--- config.mk ---
export PLATFORM = sky130hd
export DESIGN_NAME = ata_chs_command_issuer_unit
export DESIGN_NICKNAME = d
export VERILOG_FILES = /design/src/rtl/acci_pkg.sv /design/src/rtl/acci_front.sv /design/src/rtl/acci_queue.sv /design/src/rtl/acci_back.sv /design/src/rtl/ata_chs_command_issuer_unit.sv
export VERILOG_INCLUDE_DIRS = /design/src /design/src/rtl
export SDC_FILE = /design/constraint.sdc
export NUM_CORES = 1
export LEC_CHECK = 0
export BUFFER_PORTS_ARGS = -buffer_cell sky130_fd_sc_hd__clkbuf_2
export CAP_MARGIN = 15
export CORE_ASPECT_RATIO = 0.5
export CORE_UTILIZATION = 60
export CTS_CLUSTER_DIAMETER = 80
export DETAILED_ROUTE_END_ITERATION = 8
export GPL_TIMING_DRIVEN = 0
export HOLD_SLACK_MARGIN = 0.15
export PLACE_DENSITY = 0.78
export SYNTH_ARGS = -nofsm -noshare
export SYNTH_HDL_FRONTEND = slang
export SYNTH_HIERARCHICAL = 1
export SYNTH_SLANG_ARGS = --single-unit
--- constraint.sdc ---
create_clock -name clock -period 9.55 [get_ports clock]
set_clock_uncertainty 0.1 [all_clocks]
set_input_delay 1.4325 -clock clock [delete_from_list [all_inputs] [get_ports clock]]
set_output_delay 1.4325 -clock clock [all_outputs]
set_load 0.02 [all_outputs]
--- src/rtl/ata_chs_command_issuer_unit_assert.svh ---
// assertion macros shared by the command issuer rtl
// needs nothing else; files that check their logic take it by include
`ifndef ATA_CHS_COMMAND_ISSUER_UNIT_ASSERT_SVH
`define ATA_CHS_COMMAND_ISSUER_UNIT_ASSERT_SVH

// same-cycle implication, disabled in reset
`define ACCI_ASSERT_IMP(lbl, clk, rst, ante, cons, msg) \
   lbl: assert property (@(posedge clk) disable iff (rst) (ante) |-> (cons)) else $error(msg);

// next-cycle implication, disabled in reset
`define ACCI_ASSERT_NXT(lbl, clk, rst, ante, cons, msg) \
   lbl: assert property (@(posedge clk) disable iff (rst) (ante) |=> (cons)) else $error(msg);

`endif

--- src/rtl/acci_pkg.sv ---
// shared types, codes and sizes of the ata chs command issuer
// no dependencies
`default_nettype none

package acci_pkg;

   // address width and divider sizing
   localparam int LBA_BITS    = 28;
   localparam int DIV_CYCLES  = (LBA_BITS + 1) / 2;
   localparam int DIV_W       = 2 * DIV_CYCLES;
   localparam int CNT_W       = $clog2(DIV_CYCLES);
   localparam int PER_CYL_W   = 13;
   localparam int CAP_W       = 29;
   localparam int CMP_W       = (LBA_BITS > CAP_W) ? LBA_BITS : CAP_W;
   localparam int QUEUE_DEPTH = 2;

   // configuration register indexes
   localparam logic [2:0] CSR_HEAD_COUNT   = 3'd0;
   localparam logic [2:0] CSR_SECTORS      = 3'd1;
   localparam logic [2:0] CSR_CYLINDERS    = 3'd2;
   localparam logic [2:0] CSR_READ_OPCODE  = 3'd3;
   localparam logic [2:0] CSR_WRITE_OPCODE = 3'd4;

   // request kinds
   localparam logic [1:0] KIND_READ  = 2'd0;
   localparam logic [1:0] KIND_WRITE = 2'd1;

   // result status codes
   localparam logic [1:0] ST_OK            = 2'd0;
   localparam logic [1:0] ST_INVALID_BLOCK = 2'd1;
   localparam logic [1:0] ST_BAD_COMMAND   = 2'd2;

   // task file register offsets
   localparam logic [2:0] OFF_NONE      = 3'd0;
   localparam logic [2:0] OFF_COUNT     = 3'd2;
   localparam logic [2:0] OFF_SECTOR    = 3'd3;
   localparam logic [2:0] OFF_CYL_LOW   = 3'd4;
   localparam logic [2:0] OFF_CYL_HIGH  = 3'd5;
   localparam logic [2:0] OFF_DRIVE_HD  = 3'd6;
   localparam logic [2:0] OFF_COMMAND   = 3'd7;

   localparam logic [7:0] DRIVE_HEAD_BASE = 8'hA0;

   // geometry used by the back end divider
   typedef struct packed {
      logic [4:0] head_count;
      logic [7:0] sectors_per_track;
   } geo_type;

   // classified request held in the queue
   typedef struct packed {
      logic [1:0]          status;
      logic [LBA_BITS-1:0] lba;
      logic [7:0]          count;
      logic [7:0]          opcode;
   } cmd_type;

endpackage

`default_nettype wire

--- src/rtl/acci_front.sv ---
// front end: configuration registers, capacity, request classification
// depends on acci_pkg
`default_nettype none

module acci_front (
   input  wire logic                        clock,
   input  wire logic                        reset,
   input  wire logic                        req_valid,
   output logic                             req_stall,
   input  wire logic [acci_pkg::LBA_BITS-1:0] req_block_address,
   input  wire logic [1:0]                  req_kind,
   input  wire logic [7:0]                  req_sector_count,
   input  wire logic                        csr_valid,
   output logic                             csr_ready,
   input  wire logic [2:0]                  csr_index,
   input  wire logic [15:0]                 csr_data,
   input  wire logic                        queue_full,
   output logic                             queue_push,
   output acci_pkg::cmd_type                queue_cmd,
   output acci_pkg::geo_type                geo
);

   logic [4:0]  head_count_ff, head_count_in;
   logic [7:0]  spt_ff, spt_in;
   logic [15:0] cyl_count_ff, cyl_count_in;
   logic [7:0]  rd_opcode_ff, rd_opcode_in;
   logic [7:0]  wr_opcode_ff, wr_opcode_in;
   logic [acci_pkg::PER_CYL_W-1:0] per_cyl_ff, per_cyl_in;
   logic [acci_pkg::CAP_W-1:0]     capacity_ff, capacity_in;
   logic [1:0]  settle_ff, settle_in;
   logic        csr_write;
   logic        req_accept;

   assign csr_ready = 1'b1;
   assign csr_write = csr_valid & csr_ready;

   // configuration register writes
   always_comb begin
      head_count_in = head_count_ff;
      spt_in        = spt_ff;
      cyl_count_in  = cyl_count_ff;
      rd_opcode_in  = rd_opcode_ff;
      wr_opcode_in  = wr_opcode_ff;
      if (csr_write) begin
         unique case (csr_index)
            acci_pkg::CSR_HEAD_COUNT:   head_count_in = csr_data[4:0];
            acci_pkg::CSR_SECTORS:      spt_in        = csr_data[7:0];
            acci_pkg::CSR_CYLINDERS:    cyl_count_in  = csr_data;
            acci_pkg::CSR_READ_OPCODE:  rd_opcode_in  = csr_data[7:0];
            acci_pkg::CSR_WRITE_OPCODE: wr_opcode_in  = csr_data[7:0];
            default: ;
         endcase
      end
   end

   // capacity in two registered multiplies
   assign per_cyl_in  = acci_pkg::PER_CYL_W'(head_count_ff) * acci_pkg::PER_CYL_W'(spt_ff);
   assign capacity_in = acci_pkg::CAP_W'(per_cyl_ff) * acci_pkg::CAP_W'(cyl_count_ff);

   // hold off requests until the capacity reflects the latest geometry
   always_comb begin
      settle_in = settle_ff;
      if (csr_write) begin
         settle_in = 2'd2;
      end else if (settle_ff != 2'd0) begin
         settle_in = settle_ff - 2'd1;
      end
   end

   assign req_stall  = queue_full | csr_valid | (settle_ff != 2'd0);
   assign req_accept = req_valid & ~req_stall;

   // classify: address range first, then kind
   always_comb begin
      queue_cmd.lba    = req_block_address;
      queue_cmd.count  = req_sector_count;
      queue_cmd.opcode = rd_opcode_ff;
      queue_cmd.status = acci_pkg::ST_OK;
      priority if (acci_pkg::CMP_W'(req_block_address) >= acci_pkg::CMP_W'(capacity_ff)) begin
         queue_cmd.status = acci_pkg::ST_INVALID_BLOCK;
      end else if (req_kind == acci_pkg::KIND_READ) begin
         queue_cmd.opcode = rd_opcode_ff;
      end else if (req_kind == acci_pkg::KIND_WRITE) begin
         queue_cmd.opcode = wr_opcode_ff;
      end else begin
         queue_cmd.status = acci_pkg::ST_BAD_COMMAND;
      end
   end

   assign queue_push            = req_accept;
   assign geo.head_count        = head_count_ff;
   assign geo.sectors_per_track = spt_ff;

   // registers
   always_ff @(posedge clock) begin
      if (reset) begin
         head_count_ff <= 5'd16;
         spt_ff        <= 8'd63;
         cyl_count_ff  <= 16'd1024;
         rd_opcode_ff  <= 8'h20;
         wr_opcode_ff  <= 8'h30;
         settle_ff     <= 2'd2;
      end else begin
         head_count_ff <= head_count_in;
         spt_ff        <= spt_in;
         cyl_count_ff  <= cyl_count_in;
         rd_opcode_ff  <= rd_opcode_in;
         wr_opcode_ff  <= wr_opcode_in;
         settle_ff     <= settle_in;
      end
   end

   always_ff @(posedge clock) begin
      per_cyl_ff  <= per_cyl_in;
      capacity_ff <= capacity_in;
   end

endmodule

`default_nettype wire

--- src/rtl/acci_queue.sv ---
// short queue of classified requests between front and back end
// depends on acci_pkg and the assertion macro header
`default_nettype none

`include "ata_chs_command_issuer_unit_assert.svh"

module acci_queue (
   input  wire logic              clock,
   input  wire logic              reset,
   input  wire logic              push,
   input  wire acci_pkg::cmd_type push_cmd,
   output logic                   full,
   output logic                   pop_valid,
   output acci_pkg::cmd_type      pop_cmd,
   input  wire logic              pop
);

   localparam int PTR_W = (acci_pkg::QUEUE_DEPTH > 1) ? $clog2(acci_pkg::QUEUE_DEPTH) : 1;
   localparam int FILL_W = $clog2(acci_pkg::QUEUE_DEPTH + 1);

   acci_pkg::cmd_type  entry_ff [acci_pkg::QUEUE_DEPTH];
   logic [PTR_W-1:0]   wr_ptr_ff, wr_ptr_in;
   logic [PTR_W-1:0]   rd_ptr_ff, rd_ptr_in;
   logic [FILL_W-1:0]  fill_ff, fill_in;

   assign full      = (fill_ff == FILL_W'(acci_pkg::QUEUE_DEPTH));
   assign pop_valid = (fill_ff != '0);
   assign pop_cmd   = entry_ff[rd_ptr_ff];

   // pointer and fill updates
   always_comb begin
      wr_ptr_in = wr_ptr_ff;
      rd_ptr_in = rd_ptr_ff;
      fill_in   = fill_ff;
      if (push) begin
         wr_ptr_in = (wr_ptr_ff == PTR_W'(acci_pkg::QUEUE_DEPTH - 1)) ? '0 : wr_ptr_ff + 1'b1;
      end
      if (pop) begin
         rd_ptr_in = (rd_ptr_ff == PTR_W'(acci_pkg::QUEUE_DEPTH - 1)) ? '0 : rd_ptr_ff + 1'b1;
      end
      if (push && !pop) begin
         fill_in = fill_ff + 1'b1;
      end else if (pop && !push) begin
         fill_in = fill_ff - 1'b1;
      end
   end

   always_ff @(posedge clock) begin
      if (reset) begin
         wr_ptr_ff <= '0;
         rd_ptr_ff <= '0;
         fill_ff   <= '0;
      end else begin
         wr_ptr_ff <= wr_ptr_in;
         rd_ptr_ff <= rd_ptr_in;
         fill_ff   <= fill_in;
      end
   end

   // entry storage
   always_ff @(posedge clock) begin
      if (push) begin
         entry_ff[wr_ptr_ff] <= push_cmd;
      end
   end

   // no push into a full queue, no pop from an empty one, fill within depth
   `ACCI_ASSERT_IMP(a_no_overflow, clock, reset, push, !full, "queue push while full")
   `ACCI_ASSERT_IMP(a_no_underflow, clock, reset, pop, pop_valid, "queue pop while empty")
   `ACCI_ASSERT_IMP(a_fill_bound, clock, reset, 1'b1,
      fill_ff <= FILL_W'(acci_pkg::QUEUE_DEPTH), "queue fill count out of range")

endmodule

`default_nettype wire

--- src/rtl/acci_back.sv ---
// back end: chs conversion by a shared radix-4 divider, then task file writes
// depends on acci_pkg and the assertion macro header
`default_nettype none

`include "ata_chs_command_issuer_unit_assert.svh"

module acci_back (
   input  wire logic              clock,
   input  wire logic              reset,
   input  wire acci_pkg::geo_type geo,
   input  wire logic              cmd_valid,
   input  wire acci_pkg::cmd_type cmd,
   output logic                   cmd_pop,
   output logic                   rsp_valid,
   input  wire logic              rsp_stall,
   output logic [2:0]             rsp_reg_offset,
   output logic [7:0]             rsp_reg_data,
   output logic [1:0]             rsp_status,
   output logic                   rsp_last
);

   localparam logic [1:0] S_IDLE = 2'd0;
   localparam logic [1:0] S_DIV1 = 2'd1;
   localparam logic [1:0] S_DIV2 = 2'd2;
   localparam logic [1:0] S_EMIT = 2'd3;
   localparam logic [2:0] LAST_IDX = 3'd5;

   // one restoring step: returns {quotient bit, remainder}
   function automatic logic [8:0] div_step(input logic [7:0] rem, input logic din,
                                           input logic [7:0] divisor);
      logic [8:0] t;
      logic [8:0] d;
      begin
         t = {rem, din};
         d = {1'b0, divisor};
         if (t >= d) begin
            div_step = {1'b1, 8'(t - d)};
         end else begin
            div_step = {1'b0, t[7:0]};
         end
      end
   endfunction

   logic [1:0]                 state_ff, state_in;
   logic [acci_pkg::CNT_W-1:0] cnt_ff, cnt_in;
   logic [7:0]                 rem_ff, rem_in;
   logic [acci_pkg::DIV_W-1:0] work_ff, work_in;
   logic [7:0]                 sect_ff, sect_in;
   logic [7:0]                 count_ff, count_in;
   logic [7:0]                 opcode_ff, opcode_in;
   logic [1:0]                 err_ff, err_in;
   logic [2:0]                 idx_ff, idx_in;
   logic                       rsp_valid_ff, rsp_valid_in;
   logic [2:0]                 off_ff, off_in;
   logic [7:0]                 data_ff, data_in;
   logic [1:0]                 status_ff, status_in;
   logic                       last_ff, last_in;

   logic [7:0]                 divisor;
   logic [8:0]                 step1, step2;
   logic [acci_pkg::DIV_W-1:0] work_shift;
   logic                       out_load;
   logic                       emit_last;

   // two divider steps per cycle
   assign divisor    = (state_ff == S_DIV1) ? geo.sectors_per_track : {3'b000, geo.head_count};
   assign step1      = div_step(rem_ff, work_ff[acci_pkg::DIV_W-1], divisor);
   assign step2      = div_step(step1[7:0], work_ff[acci_pkg::DIV_W-2], divisor);
   assign work_shift = {work_ff[acci_pkg::DIV_W-3:0], step1[8], step2[8]};

   assign out_load  = ~rsp_valid_ff | ~rsp_stall;
   assign emit_last = (err_ff != acci_pkg::ST_OK) || (idx_ff == LAST_IDX);
   assign cmd_pop   = (state_ff == S_IDLE) & cmd_valid;

   // sequencer
   always_comb begin
      state_in  = state_ff;
      cnt_in    = cnt_ff;
      rem_in    = rem_ff;
      work_in   = work_ff;
      sect_in   = sect_ff;
      count_in  = count_ff;
      opcode_in = opcode_ff;
      err_in    = err_ff;
      idx_in    = idx_ff;
      unique case (state_ff)
         S_IDLE: begin
            if (cmd_valid) begin
               count_in  = cmd.count;
               opcode_in = cmd.opcode;
               err_in    = cmd.status;
               idx_in    = 3'd0;
               rem_in    = 8'd0;
               work_in   = acci_pkg::DIV_W'(cmd.lba);
               cnt_in    = acci_pkg::CNT_W'(acci_pkg::DIV_CYCLES - 1);
               state_in  = (cmd.status == acci_pkg::ST_OK) ? S_DIV1 : S_EMIT;
            end
         end
         S_DIV1: begin
            work_in = work_shift;
            rem_in  = step2[7:0];
            cnt_in  = cnt_ff - 1'b1;
            if (cnt_ff == '0) begin
               // sector from the remainder, quotient becomes next dividend
               sect_in  = step2[7:0] + 8'd1;
               rem_in   = 8'd0;
               cnt_in   = acci_pkg::CNT_W'(acci_pkg::DIV_CYCLES - 1);
               state_in = S_DIV2;
            end
         end
         S_DIV2: begin
            work_in = work_shift;
            rem_in  = step2[7:0];
            cnt_in  = cnt_ff - 1'b1;
            if (cnt_ff == '0) begin
               state_in = S_EMIT;
            end
         end
         S_EMIT: begin
            if (out_load) begin
               idx_in = idx_ff + 3'd1;
               if (emit_last) begin
                  state_in = S_IDLE;
               end
            end
         end
         default: state_in = S_IDLE;
      endcase
   end

   // output register, loaded with the current task file write
   always_comb begin
      rsp_valid_in = rsp_valid_ff;
      off_in       = off_ff;
      data_in      = data_ff;
      status_in    = status_ff;
      last_in      = last_ff;
      if (out_load) begin
         rsp_valid_in = (state_ff == S_EMIT);
         status_in    = err_ff;
         last_in      = emit_last;
         if (err_ff != acci_pkg::ST_OK) begin
            off_in  = acci_pkg::OFF_NONE;
            data_in = 8'd0;
         end else begin
            unique case (idx_ff)
               3'd0: begin
                  off_in  = acci_pkg::OFF_COUNT;
                  data_in = count_ff;
               end
               3'd1: begin
                  off_in  = acci_pkg::OFF_SECTOR;
                  data_in = sect_ff;
               end
               3'd2: begin
                  off_in  = acci_pkg::OFF_CYL_LOW;
                  data_in = work_ff[7:0];
               end
               3'd3: begin
                  off_in  = acci_pkg::OFF_CYL_HIGH;
                  data_in = work_ff[15:8];
               end
               3'd4: begin
                  off_in  = acci_pkg::OFF_DRIVE_HD;
                  data_in = acci_pkg::DRIVE_HEAD_BASE | rem_ff;
               end
               default: begin
                  off_in  = acci_pkg::OFF_COMMAND;
                  data_in = opcode_ff;
               end
            endcase
         end
      end
   end

   always_ff @(posedge clock) begin
      if (reset) begin
         state_ff     <= S_IDLE;
         rsp_valid_ff <= 1'b0;
      end else begin
         state_ff     <= state_in;
         rsp_valid_ff <= rsp_valid_in;
      end
   end

   always_ff @(posedge clock) begin
      cnt_ff    <= cnt_in;
      rem_ff    <= rem_in;
      work_ff   <= work_in;
      sect_ff   <= sect_in;
      count_ff  <= count_in;
      opcode_ff <= opcode_in;
      err_ff    <= err_in;
      idx_ff    <= idx_in;
      off_ff    <= off_in;
      data_ff   <= data_in;
      status_ff <= status_in;
      last_ff   <= last_in;
   end

   assign rsp_valid      = rsp_valid_ff;
   assign rsp_reg_offset = off_ff;
   assign rsp_reg_data   = data_ff;
   assign rsp_status     = status_ff;
   assign rsp_last       = last_ff;

   // error results are single and final; good requests end on the command write
   `ACCI_ASSERT_IMP(a_err_single, clock, reset,
      rsp_valid_ff && status_ff != acci_pkg::ST_OK, last_ff && off_ff == acci_pkg::OFF_NONE,
      "error result not final")
   `ACCI_ASSERT_IMP(a_ok_last_cmd, clock, reset,
      rsp_valid_ff && status_ff == acci_pkg::ST_OK && last_ff, off_ff == acci_pkg::OFF_COMMAND,
      "final ok result is not the command write")
   `ACCI_ASSERT_NXT(a_div2_exit, clock, reset,
      state_ff == S_DIV2, state_ff == S_DIV2 || state_ff == S_EMIT,
      "second division left to a wrong state")

endmodule

`default_nettype wire

--- src/rtl/ata_chs_command_issuer_unit.sv ---
// top level of the ata chs command issuer: front end, queue, back end
// depends on acci_pkg, acci_front, acci_queue, acci_back
//
// channel   dir   handshake            carries
// req_      in    req_valid/req_stall  block_address, kind, sector_count
// rsp_      out   rsp_valid/rsp_stall  reg_offset, reg_data, status, last
// csr_      in    csr_valid/csr_ready  index, data (16 bits)
//
// a good request runs the back end divider twice, two quotient bits a cycle,
// then issues six task file writes; an invalid or bad request skips the
// divider and gives a single result. the front end accepts a request a cycle
// while the two-entry queue has room, no register write is offered and,
// after reset or a register write, the capacity reflects the latest geometry.
// a stalled result holds in the output register; the back end waits to emit.
`default_nettype none

module ata_chs_command_issuer_unit (
   input  wire logic                          clock,
   input  wire logic                          reset,
   input  wire logic                          req_valid,
   output logic                               req_stall,
   input  wire logic [acci_pkg::LBA_BITS-1:0] req_block_address,
   input  wire logic [1:0]                    req_kind,
   input  wire logic [7:0]                    req_sector_count,
   output logic                               rsp_valid,
   input  wire logic                          rsp_stall,
   output logic [2:0]                         rsp_reg_offset,
   output logic [7:0]                         rsp_reg_data,
   output logic [1:0]                         rsp_status,
   output logic                               rsp_last,
   input  wire logic                          csr_valid,
   output logic                               csr_ready,
   input  wire logic [2:0]                    csr_index,
   input  wire logic [15:0]                   csr_data
);

   logic               queue_full;
   logic               queue_push;
   acci_pkg::cmd_type  push_cmd;
   logic               pop_valid;
   acci_pkg::cmd_type  pop_cmd;
   logic               queue_pop;
   acci_pkg::geo_type  geo;

   // accept and classify
   acci_front u_front (
      .clock             (clock),
      .reset             (reset),
      .req_valid         (req_valid),
      .req_stall         (req_stall),
      .req_block_address (req_block_address),
      .req_kind          (req_kind),
      .req_sector_count  (req_sector_count),
      .csr_valid         (csr_valid),
      .csr_ready         (csr_ready),
      .csr_index         (csr_index),
      .csr_data          (csr_data),
      .queue_full        (queue_full),
      .queue_push        (queue_push),
      .queue_cmd         (push_cmd),
      .geo               (geo)
   );

   // decoupling queue
   acci_queue u_queue (
      .clock     (clock),
      .reset     (reset),
      .push      (queue_push),
      .push_cmd  (push_cmd),
      .full      (queue_full),
      .pop_valid (pop_valid),
      .pop_cmd   (pop_cmd),
      .pop       (queue_pop)
   );

   // convert and issue
   acci_back u_back (
      .clock          (clock),
      .reset          (reset),
      .geo            (geo),
      .cmd_valid      (pop_valid),
      .cmd            (pop_cmd),
      .cmd_pop        (queue_pop),
      .rsp_valid      (rsp_valid),
      .rsp_stall      (rsp_stall),
      .rsp_reg_offset (rsp_reg_offset),
      .rsp_reg_data   (rsp_reg_data),
      .rsp_status     (rsp_status),
      .rsp_last       (rsp_last)
   );

endmodule

`default_nettype wire

# Word level (Yosys, flattened, before mapping)
# Memories as Yosys holds them, arrays and structs flattened. A register that Yosys moved wholly into a read port is not among the register bits.
# Cells that the tools add are included.
[word_totals] mem_count=1 mem_bits_rw=92 inputBits=62 register_bits=179 out_inout_bits=17 elab_cells=136
[op_classes] n_mux=37 mul=2 n_reduce_logical=31 eq_ne=19 order_cmp=3 bitwise_logic=8 n_addsub=10
[memory_table] name="u_queue.entry_ff" words=2 word_bits=46 rd=1 rd_clocked_by_memory_dff=1 wr=1 line_no="acci_queue.sv:21" rtl="acci_pkg::cmd_type entry_ff [acci_pkg::QUEUE_DEPTH];"
[ops] operator="28-bit case mux with 2 select lines" n=1
[ops] operator="8-bit 2-to-1 mux" n=6
[ops] operator="8-bit case mux with 5 select lines" n=1
[ops] operator="28-bit by 29-bit >= comparator with 1-bit output" n=1
[ops] operator="13-bit by 16-bit multiplier with 29-bit output" n=1
[ops] operator="28-bit 2-to-1 mux" n=1
[ops] operator="8-bit case mux with 3 select lines" n=1
[ops] operator="2-bit 2-to-1 mux" n=11
[ops] operator="9-bit by 8-bit >= comparator with 1-bit output" n=2
[ops] operator="9-bit 2-to-1 mux" n=2
[ops] operator="2-bit AND reduction" n=9
[ops] operator="8-bit subtractor" n=2
[ops] operator="3-bit case mux with 5 select lines" n=1
[ops] operator="5-bit by 8-bit multiplier with 13-bit output" n=1
[ops] operator="3-bit by 2-bit equality test with 1-bit output, second input constant" n=4
[ops] operator="4-bit case mux with 3 select lines" n=1
[ops] operator="2-bit nonzero test" n=6
[ops] operator="3-bit equality test, second input constant" n=3
[ops] operator="8-bit by 1-bit adder with 8-bit output, second input constant" n=1
[ops] operator="4-bit 2-to-1 mux" n=2
[ops] operator="2-bit by 1-bit inequality test with 1-bit output, second input constant" n=4
[ops] operator="2-bit case mux with 4 select lines" n=1
[ops] operator="2-bit equality test, second input constant" n=3
[ops] operator="3-bit by 1-bit equality test with 1-bit output, second input constant" n=2
[ops] operator="other kinds (23)" n=43

# Depth between registers and ports, before layout
# Gate-level depths: netlist of the first run.
[logic_depth] ltp_word=9 mapped_depth=27 depth_no_buf=25

# Cells and area by module
# Netlist of the first run, hierarchy kept.
[modules_own_cells] mod="acci_front" cells_per_inst=1354 area_per_inst_um2=11631.2 n_inst=1 seq_area_each_um2=1781.7
[modules_own_cells] mod="acci_back" cells_per_inst=417 area_per_inst_um2=5059.9 n_inst=1 seq_area_each_um2=2552.4
[modules_own_cells] mod="acci_queue" cells_per_inst=165 area_per_inst_um2=3543.4 n_inst=1 seq_area_each_um2=2862.7

# Least setup slack after synthesis of the first run
# No wires, ideal clock.
[synth_path] path_kind="register to register" from="register u_back.state_ff[1]" to="register u_back.sect_ff[6] (data pin)" path_slack_ps=3846 arrival_ps=5339 synth_period_minus_slack_ps=5704 n_path_buf=3 setup_ps=265 path_stages_with_launch=28 cell_sequence="dfxtp_1 > inv_1 > ha_1 > buf_6 > mux2i_1 > ha_1 > nor2b_1 > a2111oi_4 > nor3_2 > a31oi_4 > nor2_1 > xnor2_1 > inv_1 > ha_1 > clkbuf_1 > nand2_1 > or3_1 > nor2_1 > nor3b_1 > and4b_1 > a211oi_4 > a21oi_4 > buf_6 > mux2_2 > inv_1 > ha_1 > nand4b_1 > xor2_1"
[synth_between] elab_chain_cells=7 elab_cells_between_ends=9 cone_classes="add/sub: 3; order compare: 2; eq/ne: 1; mux: 3"
[synth_rtl] element="from (decl)" line_no="acci_back.sv:44" rtl="logic [1:0] state_ff, state_in;"
[synth_rtl] element="from (signal assigned)" line_no="acci_back.sv:181" rtl="state_ff <= state_in;"
[synth_rtl] element="2-bit by 1-bit equality test with 1-bit output (*)" line_no="acci_back.sv:66" rtl="assign divisor = (state_ff == S_DIV1) ? geo.sectors_per_track : {3'b000, geo.head_count};"
[synth_rtl] element="8-bit 2-to-1 mux (*)" line_no="acci_back.sv:66"
[synth_rtl] element="8-bit subtractor or 9-bit by 8-bit >= comparator with 1-bit output (tied branches)" line_no="acci_back.sv:37, acci_back.sv:36"
[synth_rtl] element="9-bit 2-to-1 mux" line_no="acci_back.sv:36" rtl="if (t >= d) begin"
[synth_rtl] element="8-bit subtractor or 9-bit by 8-bit >= comparator with 1-bit output (tied branches)" line_no="acci_back.sv:37, acci_back.sv:36"
[synth_rtl] element="9-bit 2-to-1 mux (*)" line_no="acci_back.sv:36"
[synth_rtl] element="8-bit by 1-bit adder with 8-bit output (*)" line_no="acci_back.sv:105" rtl="sect_in = step2[7:0] + 8'd1;"
[synth_rtl] element="to (signal assigned)" line_no="acci_back.sv:190" rtl="sect_ff <= sect_in;"
[synth_rtl] element="to (decl)" line_no="acci_back.sv:48" rtl="logic [7:0] sect_ff, sect_in;"
# Every way passes the cells marked *; elsewhere a longest branch is shown, timed or not.
# A chain may end at the register's enable or synchronous reset.

# Worst setup path after layout of the first run
# Ends and elaborated chain as after synthesis.

==> run summary, run 1 <==
status - complete, but fails checks
failing checks - DRC
Routed Antenna Nets - 0
Sinks on Clock Net - 272
hold slack - 0.349 ns
I/O Buffers - 69
die area - 34500 µm²
die width - 262 µm
post-DR vias/cell - 5.62
Initial Util - 0.611
Skew-Pair Late Insertion Delay - 0.55 ns
Root Driver - clkbuf_16
post-detail-place hpwl - 35200 µm
DRC Markers - 1
commonest non-fill, non-tap cell in the layout - inv_1
cell type with the largest total area after synthesis - edfxtp_1
Hold Path Class - register to register
Clock Pin Slew Worst Setup and Hold Paths - 0.07 ns
vias in the first global route - 14100
TritonRoute pass-1 iters - 8
initial antenna violation count - 0
CTS tree - done
RSZ-0062 raised after global routing - no
endpoints failing setup - 0
# rows - 47
GRT Overall Usage - 0.273
PnR Total Power - 5470 µW
CP Launch Type - register
Max FO, Critical Path - 10
CP required - 9.74 ns
Iteration-0 DRC Markers - 1150
post-place setup slack - 2.93 ns
Hold-fix buffers, CTS - 0
most frequent cells in the layout - 286 x inv_1, 261 x nand2_1, 175 x edfxtp_1, 174 x fa_1, 151 x ha_1
minimum clock period - 6.67 ns
Pwr Density - 248 nW/µm²
vias post-DR - 14000
Setup TNS - 0 ns
global route total overflow - 0
# IOs - 79
WS Path Type - register to register
Area Overhead vs Synth - 9.08%
Longest Clk Path Bufs - 3
post-CTS setup buffer count - 0
Cell variety after synth - 78
post-synthesis sequential area ratio - 0.356
synth warn - 6
Final Wtd Congestion - 0.939
area fraction of the dominant cell type after synthesis - 0.260
Avg WL per Cell - 18.2 µm
Post-Syn Area - 20200 µm²
Async SR Flop Fraction - 0
Final Hold Viols - 0
largest net degree at the start of global routing - 37
Final Max Slew Viols - 0
final instance area - 22100 µm²
fmax - 150 MHz
n_diodes - 0
CP Data Arrival Time - 6.86 ns
Die Y - 132 µm
first-pass GRT wire length - 73400 µm
H-tree depth - 1
Primary FF master, synth - edfxtp_1
wirelength, routed - 45500 µm
Seq cells post-synth - 272
post-synthesis cell count - 1936
share of layout cells above drive strength 1 - 0.139
max-cap viol count - 0
Peak VDD IR - 0.000197 V
max_slew headroom - 0.241
Post-DP Area - 21200 µm²
CP Capture Type - register
FILL cells - 2533
syn nets - 2323
core area - 33100 µm²
Nets - 2423
setup slack after layout - 2.88 ns
Lkg Pwr - 0.00969 µW
CTS Buf Count - 25
Synth area leaders - edfxtp_1 26%, fa_1 17%, dfxtp_1 9.6%
Slew @ Worst Pin - 1.14 ns
post-route clock period utilization - 0.699
Avg Synthesized Cell Area - 10.5 µm²
Multi-input gate area - 11400 µm²
Register Area - 7200 µm²
PostCTS Resize Cnt - 0
Post-synth EDFFs - 175
power by group:
part / switching [µW] / internal (µW)
registers: 149 / 1610
clock network: 444 / 604
logic: 1560 / 1110
per-layer routing:
| layer | up-vias | GRT usage | share of wire |
|---|---|---|---|
| met5 | - | 0 | 0 |
| met4 | 0 | 0.0769 | 0.030 |
| met3 | 97 | 0.0471 | 0.072 |
| met2 | 516 | 0.442 | 0.46 |
| met1 | 6883 | 0.381 | 0.44 |
| li1 | 6527 | - | - |
state kept, by name, summed over array words and instances, names as in the netlist, 8 cells and up, named ones only:
name                  count
u_front/wr_opcode_ff      8
u_back/rem_ff             8
u_front/rd_opcode_ff      8
u_front/cyl_count_ff     16
u_front/per_cyl_ff       13
u_back/count_ff           8
u_back/work_ff           28
u_front/capacity_ff      29
u_queue/entry_ff         92
u_back/opcode_ff          8
u_front/spt_ff            8
u_back/rsp_reg_data       8
u_back/sect_ff            8
cell families (layout without fill, tap and decap cells):
kind of cell             count (synthesis)  count (layout)  synth area share
AND/OR/NAND/NOR                        555             555             0.134
buffers and inverters                  390             509            0.0817
adder cells (fa/ha/maj)                326             326             0.266
flip-flops                             272             272             0.356
AO/OA/AOI/OAI                          221             221            0.0738
multiplexers                           111             111            0.0625
XOR/XNOR                                60              60            0.0263
other                                    1               1          0.000185
synthesized netlist by cell type, types with 17 or more instances:
library cell / count
o21ai_0: 35
inv_1: 286
clkbuf_1: 58
mux2_2: 92
nor2b_1: 18
and2_1: 123
nor2_1: 73
buf_4: 38
edfxtp_1: 175
a21oi_1: 79
fa_1: 174
dfxtp_1: 97
ha_1: 151
xor2_1: 17
xnor2_1: 42
nand2_1: 261
nor3_1: 20
through the flow:
stage                     cells  utilization
after floorplan            1936            -
after global placement     2446        0.638
after detailed placement   2450        0.641
after CTS                  2496        0.667
after global routing       2496        0.667
final                      2496        0.667
path summary, 6_finish.rpt:
path / slack, ns / end / depth (start not counted) / start
setup reg to reg: 2.88 / u_back/sect_ff[6] / 27 / u_back/state_ff[1]
hold / removal: 0.35 / u_back/rsp_status[1] / 0 / u_back/err_ff[1]
setup / recovery: 2.88 / u_back/sect_ff[6] / 27 / u_back/state_ff[1]
hold reg to reg: 0.35 / u_back/rsp_status[1] / 0 / u_back/err_ff[1]
cell type report:
| type | instances | area share |
|---|---|---|
| multi-input combinational | 1274 | 0.516 |
| clock buffer | 34 | 0.0319 |
| tap | 441 | 0.0250 |
| clock inverter | 12 | 0.00709 |
| timing repair buffer | 73 | 0.0188 |
| inverter | 286 | 0.0486 |
| sequential | 272 | 0.326 |
| buffer | 104 | 0.0262 |
critical path: stages (launching register included):
cell,delay (ns)
dfxtp_1,0.35
inv_1,0.12
ha_1,0.17
buf_6,0.17
mux2i_1,0.55
ha_1,0.37
nor2b_1,0.17
a2111oi_4,0.33
nor3_2,0.12
a31oi_4,0.40
nor2_1,0.11
xnor2_1,0.32
inv_1,0.15
ha_1,0.29
clkbuf_1,0.32
nand2_1,0.11
or3_1,0.38
nor2_1,0.15
nor3b_1,0.06
and4b_1,0.23
a211oi_4,0.29
a21oi_4,0.08
buf_6,0.16
mux2_2,0.30
inv_1,0.06
ha_1,0.19
nand4b_1,0.14
xor2_1,0.18
Note: power is estimated with default switching activity, not from simulation.
==> run 2: changes to the inputs <==
CORE_UTILIZATION = 58   (was 60)
clock period = 5.74 ns   (was 9.55 ns; I/O delays follow)
==> run 2 against run 1 <==
Net effect:
- the run now ends clean
- total power rose by 74%
- first-iteration DRC count down 10%
- die area up 3.4%
- global-route usage fell by 0.68 points
- critical path depth shrank 1
- hold slack got worse by 0.0046 ns
- setup slack got worse by 2.8 ns
- critical endpoint unchanged
- highest routed layer unchanged
==> run summary, run 2 (synthesis results as in run 1) <==
vias in the first global route - 14300 (+1.6%)
CP Launch Type - register
Max FO, Critical Path - 10 (unchanged)
H-tree depth - 1 (unchanged)
GRT met2 Usage - 0.427 (-0.0149)
Lkg Pwr - 0.00992 µW (+2.3%)
CTS tree - done
Slew @ Worst Pin - 1.05 ns (-0.0885 ns)
TritonRoute pass-1 iters - 7 (-1)
Die Y - 134 µm (+1.7%)
Post-DP Area - 21200 µm² (+0.13%)
largest net degree at the start of global routing - 37 (unchanged)
I/O Buffers - 69 (unchanged)
final instance area - 22500 µm² (+1.7%)
vias post-DR - 14100 (+0.65%)
fmax - 177 MHz (+18%)
# rows - 47 (unchanged)
Pwr Density - 423 nW/µm² (+71%)
# IOs - 79 (unchanged)
RSZ-0062 raised after global routing - yes
final core utilization - 0.666 (about the same)
Multi-input gate area - 11500 µm² (+1.3%)
endpoints failing setup - 0 (unchanged)
max-cap viol count - 0 (unchanged)
first-pass GRT wire length - 74100 µm (+0.96%)
initial antenna violation count - 0 (unchanged)
GRT Overall Usage - 0.267 (-0.00681)
CP Capture Type - register
DRC Markers - 0 (-1)
Sinks on Clock Net - 272 (unchanged)
Clock Pin Slew Worst Setup and Hold Paths - 0.07 ns (about the same)
Final Hold Viols - 0 (unchanged)
Hold Path Class - register to register
CP required - 5.93 ns (-3.81 ns)
Global Route met1 Usage - 0.369 (-0.0119)
met3 Resource Use GR - 0.0501 (+0.00302)
Peak VDD IR - 0.000438 V (+120%)
Final Wtd Congestion - 0.938 (about the same)
wirelength, routed - 45800 µm (+0.69%)
share of layout cells above drive strength 1 - 0.173 (+0.0338)
Non-Filler Instances - 2541 (+1.8%)
die width - 266 µm (+1.7%)
minimum clock period - 5.66 ns (-1.02 ns)
Top Usage Layer GRT - met2
Area Overhead vs Synth - 11.0%
FILL cells - 2531 (-0.079%)
post-detail-place hpwl - 35400 µm (+0.80%)
post-DR vias/cell - 5.55 (-1.1%)
Avg WL per Cell - 18.0 µm (-1.1%)
Iteration-0 DRC Markers - 1035 (-10%)
global route total overflow - 0 (unchanged)
die area - 35700 µm² (+3.4%)
Root Driver - clkbuf_16
setup slack after layout - 0.0841 ns (-2.79 ns)
Final Max Slew Viols - 0 (unchanged)
Register Area - 7210 µm² (+0.17%)
post-place setup slack - -0.902 ns (-3.84 ns)
WS Path Type - register to register
Hold-fix buffers, CTS - 0 (unchanged)
n_diodes - 0 (unchanged)
CP Data Arrival Time - 5.84 ns (-1.02 ns)
max reg flops - 92 (unchanged)
Largest Register - u_queue/entry_ff
Initial Util - 0.600 (-0.0107)
Longest Clk Path Bufs - 3 (unchanged)
Largest regs - u_queue/entry_ff (92), u_front/capacity_ff (29), u_back/work_ff (28)
max_slew headroom - 0.294 (+0.0536)
most frequent cells in the layout - 285 x inv_1, 260 x nand2_1, 175 x edfxtp_1, 174 x fa_1, 147 x ha_1
post-route clock period utilization - 0.985 (+0.287)
Nets - 2443 (+0.83%)
Skew-Pair Late Insertion Delay - 0.55 ns (about the same)
placed cell count - 2473 (+0.94%)
core area - 33700 µm² (+1.8%)
Routed Antenna Nets - 0 (unchanged)
status - finished, final reports clean
CTS Buf Count - 26 (+4.0%)
commonest non-fill, non-tap cell in the layout - inv_1
-- run 2: cell types whose count changed in the layout (fill, tap and decap cells not counted), moves of 3 or more --
cell / delta
clkbuf_2: +13
dfxtp_2: +10
ha_4: +3
clkbuf_1: -17
buf_4: +20
dfxtp_1: -10
buf_2: +4
ha_1: -4
a21oi_1: -5
a21oi_2: +5
-- run 2: critical path, cell delays in order, from the launching register on --
cell and delay [ns]:
dfxtp_2 0.34, inv_1 0.10, ha_1 0.17, buf_6 0.16, mux2i_4 0.33, ha_4 0.25
nor2b_2 0.17, o22ai_1 0.15, nand3b_1 0.18, buf_4 0.18, a31oi_1 0.19, xor2_1 0.23
o21ai_1 0.13, ha_1 0.37, nand2_2 0.09, or3_1 0.41, nor2_2 0.15, nor3b_1 0.06
and4b_1 0.23, a211oi_4 0.29, a21oi_4 0.07, buf_8 0.16, mux2_2 0.30, inv_1 0.08
ha_2 0.21, nand4b_1 0.12, xor2_1 0.16
-- run 2: worst paths after layout --
path / cells after the start / to / start / slack, ns
worst max-delay path: 26 / u_back/sect_ff[6] / u_back/state_ff[1] / 0.08
worst min-delay path: 0 / u_back/rsp_status[1] / u_back/err_ff[1] / 0.34
worst max register to register: 26 / u_back/sect_ff[6] / u_back/state_ff[1] / 0.08
worst min register to register: 0 / u_back/rsp_status[1] / u_back/err_ff[1] / 0.34
-- run 2: cell type report --
| cell class | count | share of cell area |
|---|---|---|
| Clock buffer | 37 | 0.0322 |
| Inverter | 286 | 0.0478 |
| Tap cell | 465 | 0.0259 |
| Multi-Input combinational cell | 1274 | 0.514 |
| Sequential cell | 272 | 0.321 |
| Clock inverter | 11 | 0.00507 |
| Buffer | 103 | 0.0276 |
| Timing Repair Buffer | 93 | 0.0263 |
-- run 2: metal layers --
| metal | routed length, µm | share of wire |
|---|---|---|
| met4 | 1570 | 0.034 |
| met1 | 19600 | 0.43 |
| met3 | 3640 | 0.079 |
| met2 | 21000 | 0.46 |
| met5 | 0 | 0 |
-- run 2: power by group --
part | internal [µW] | switching [µW] | leakage, µW | total [µW]
logic | 2150 | 2740 | 0.00708 | 4900
clock network | 935 | 748 | 0.000402 | 1680
registers | 2670 | 247 | 0.00243 | 2920
-- run 2: through the flow --
stage                     hold WS, ns  setup TNS (ns)  total power, µW
after CTS                       0.345               0             9170
after detailed placement        0.330           -7.58             7310
after global routing            0.359          -0.233            10000
final                           0.345               0             9500
after global placement          0.327           -6.09             7170
after floorplan                 0.317               0             6220
-- run 2: repair_timing --
item,in CTS,in global routing
resized for setup,24,64
setup buffers,6,13
endpoints found under the setup margin,22,15
endpoints found under the hold margin,0,0
pin swaps,5,8
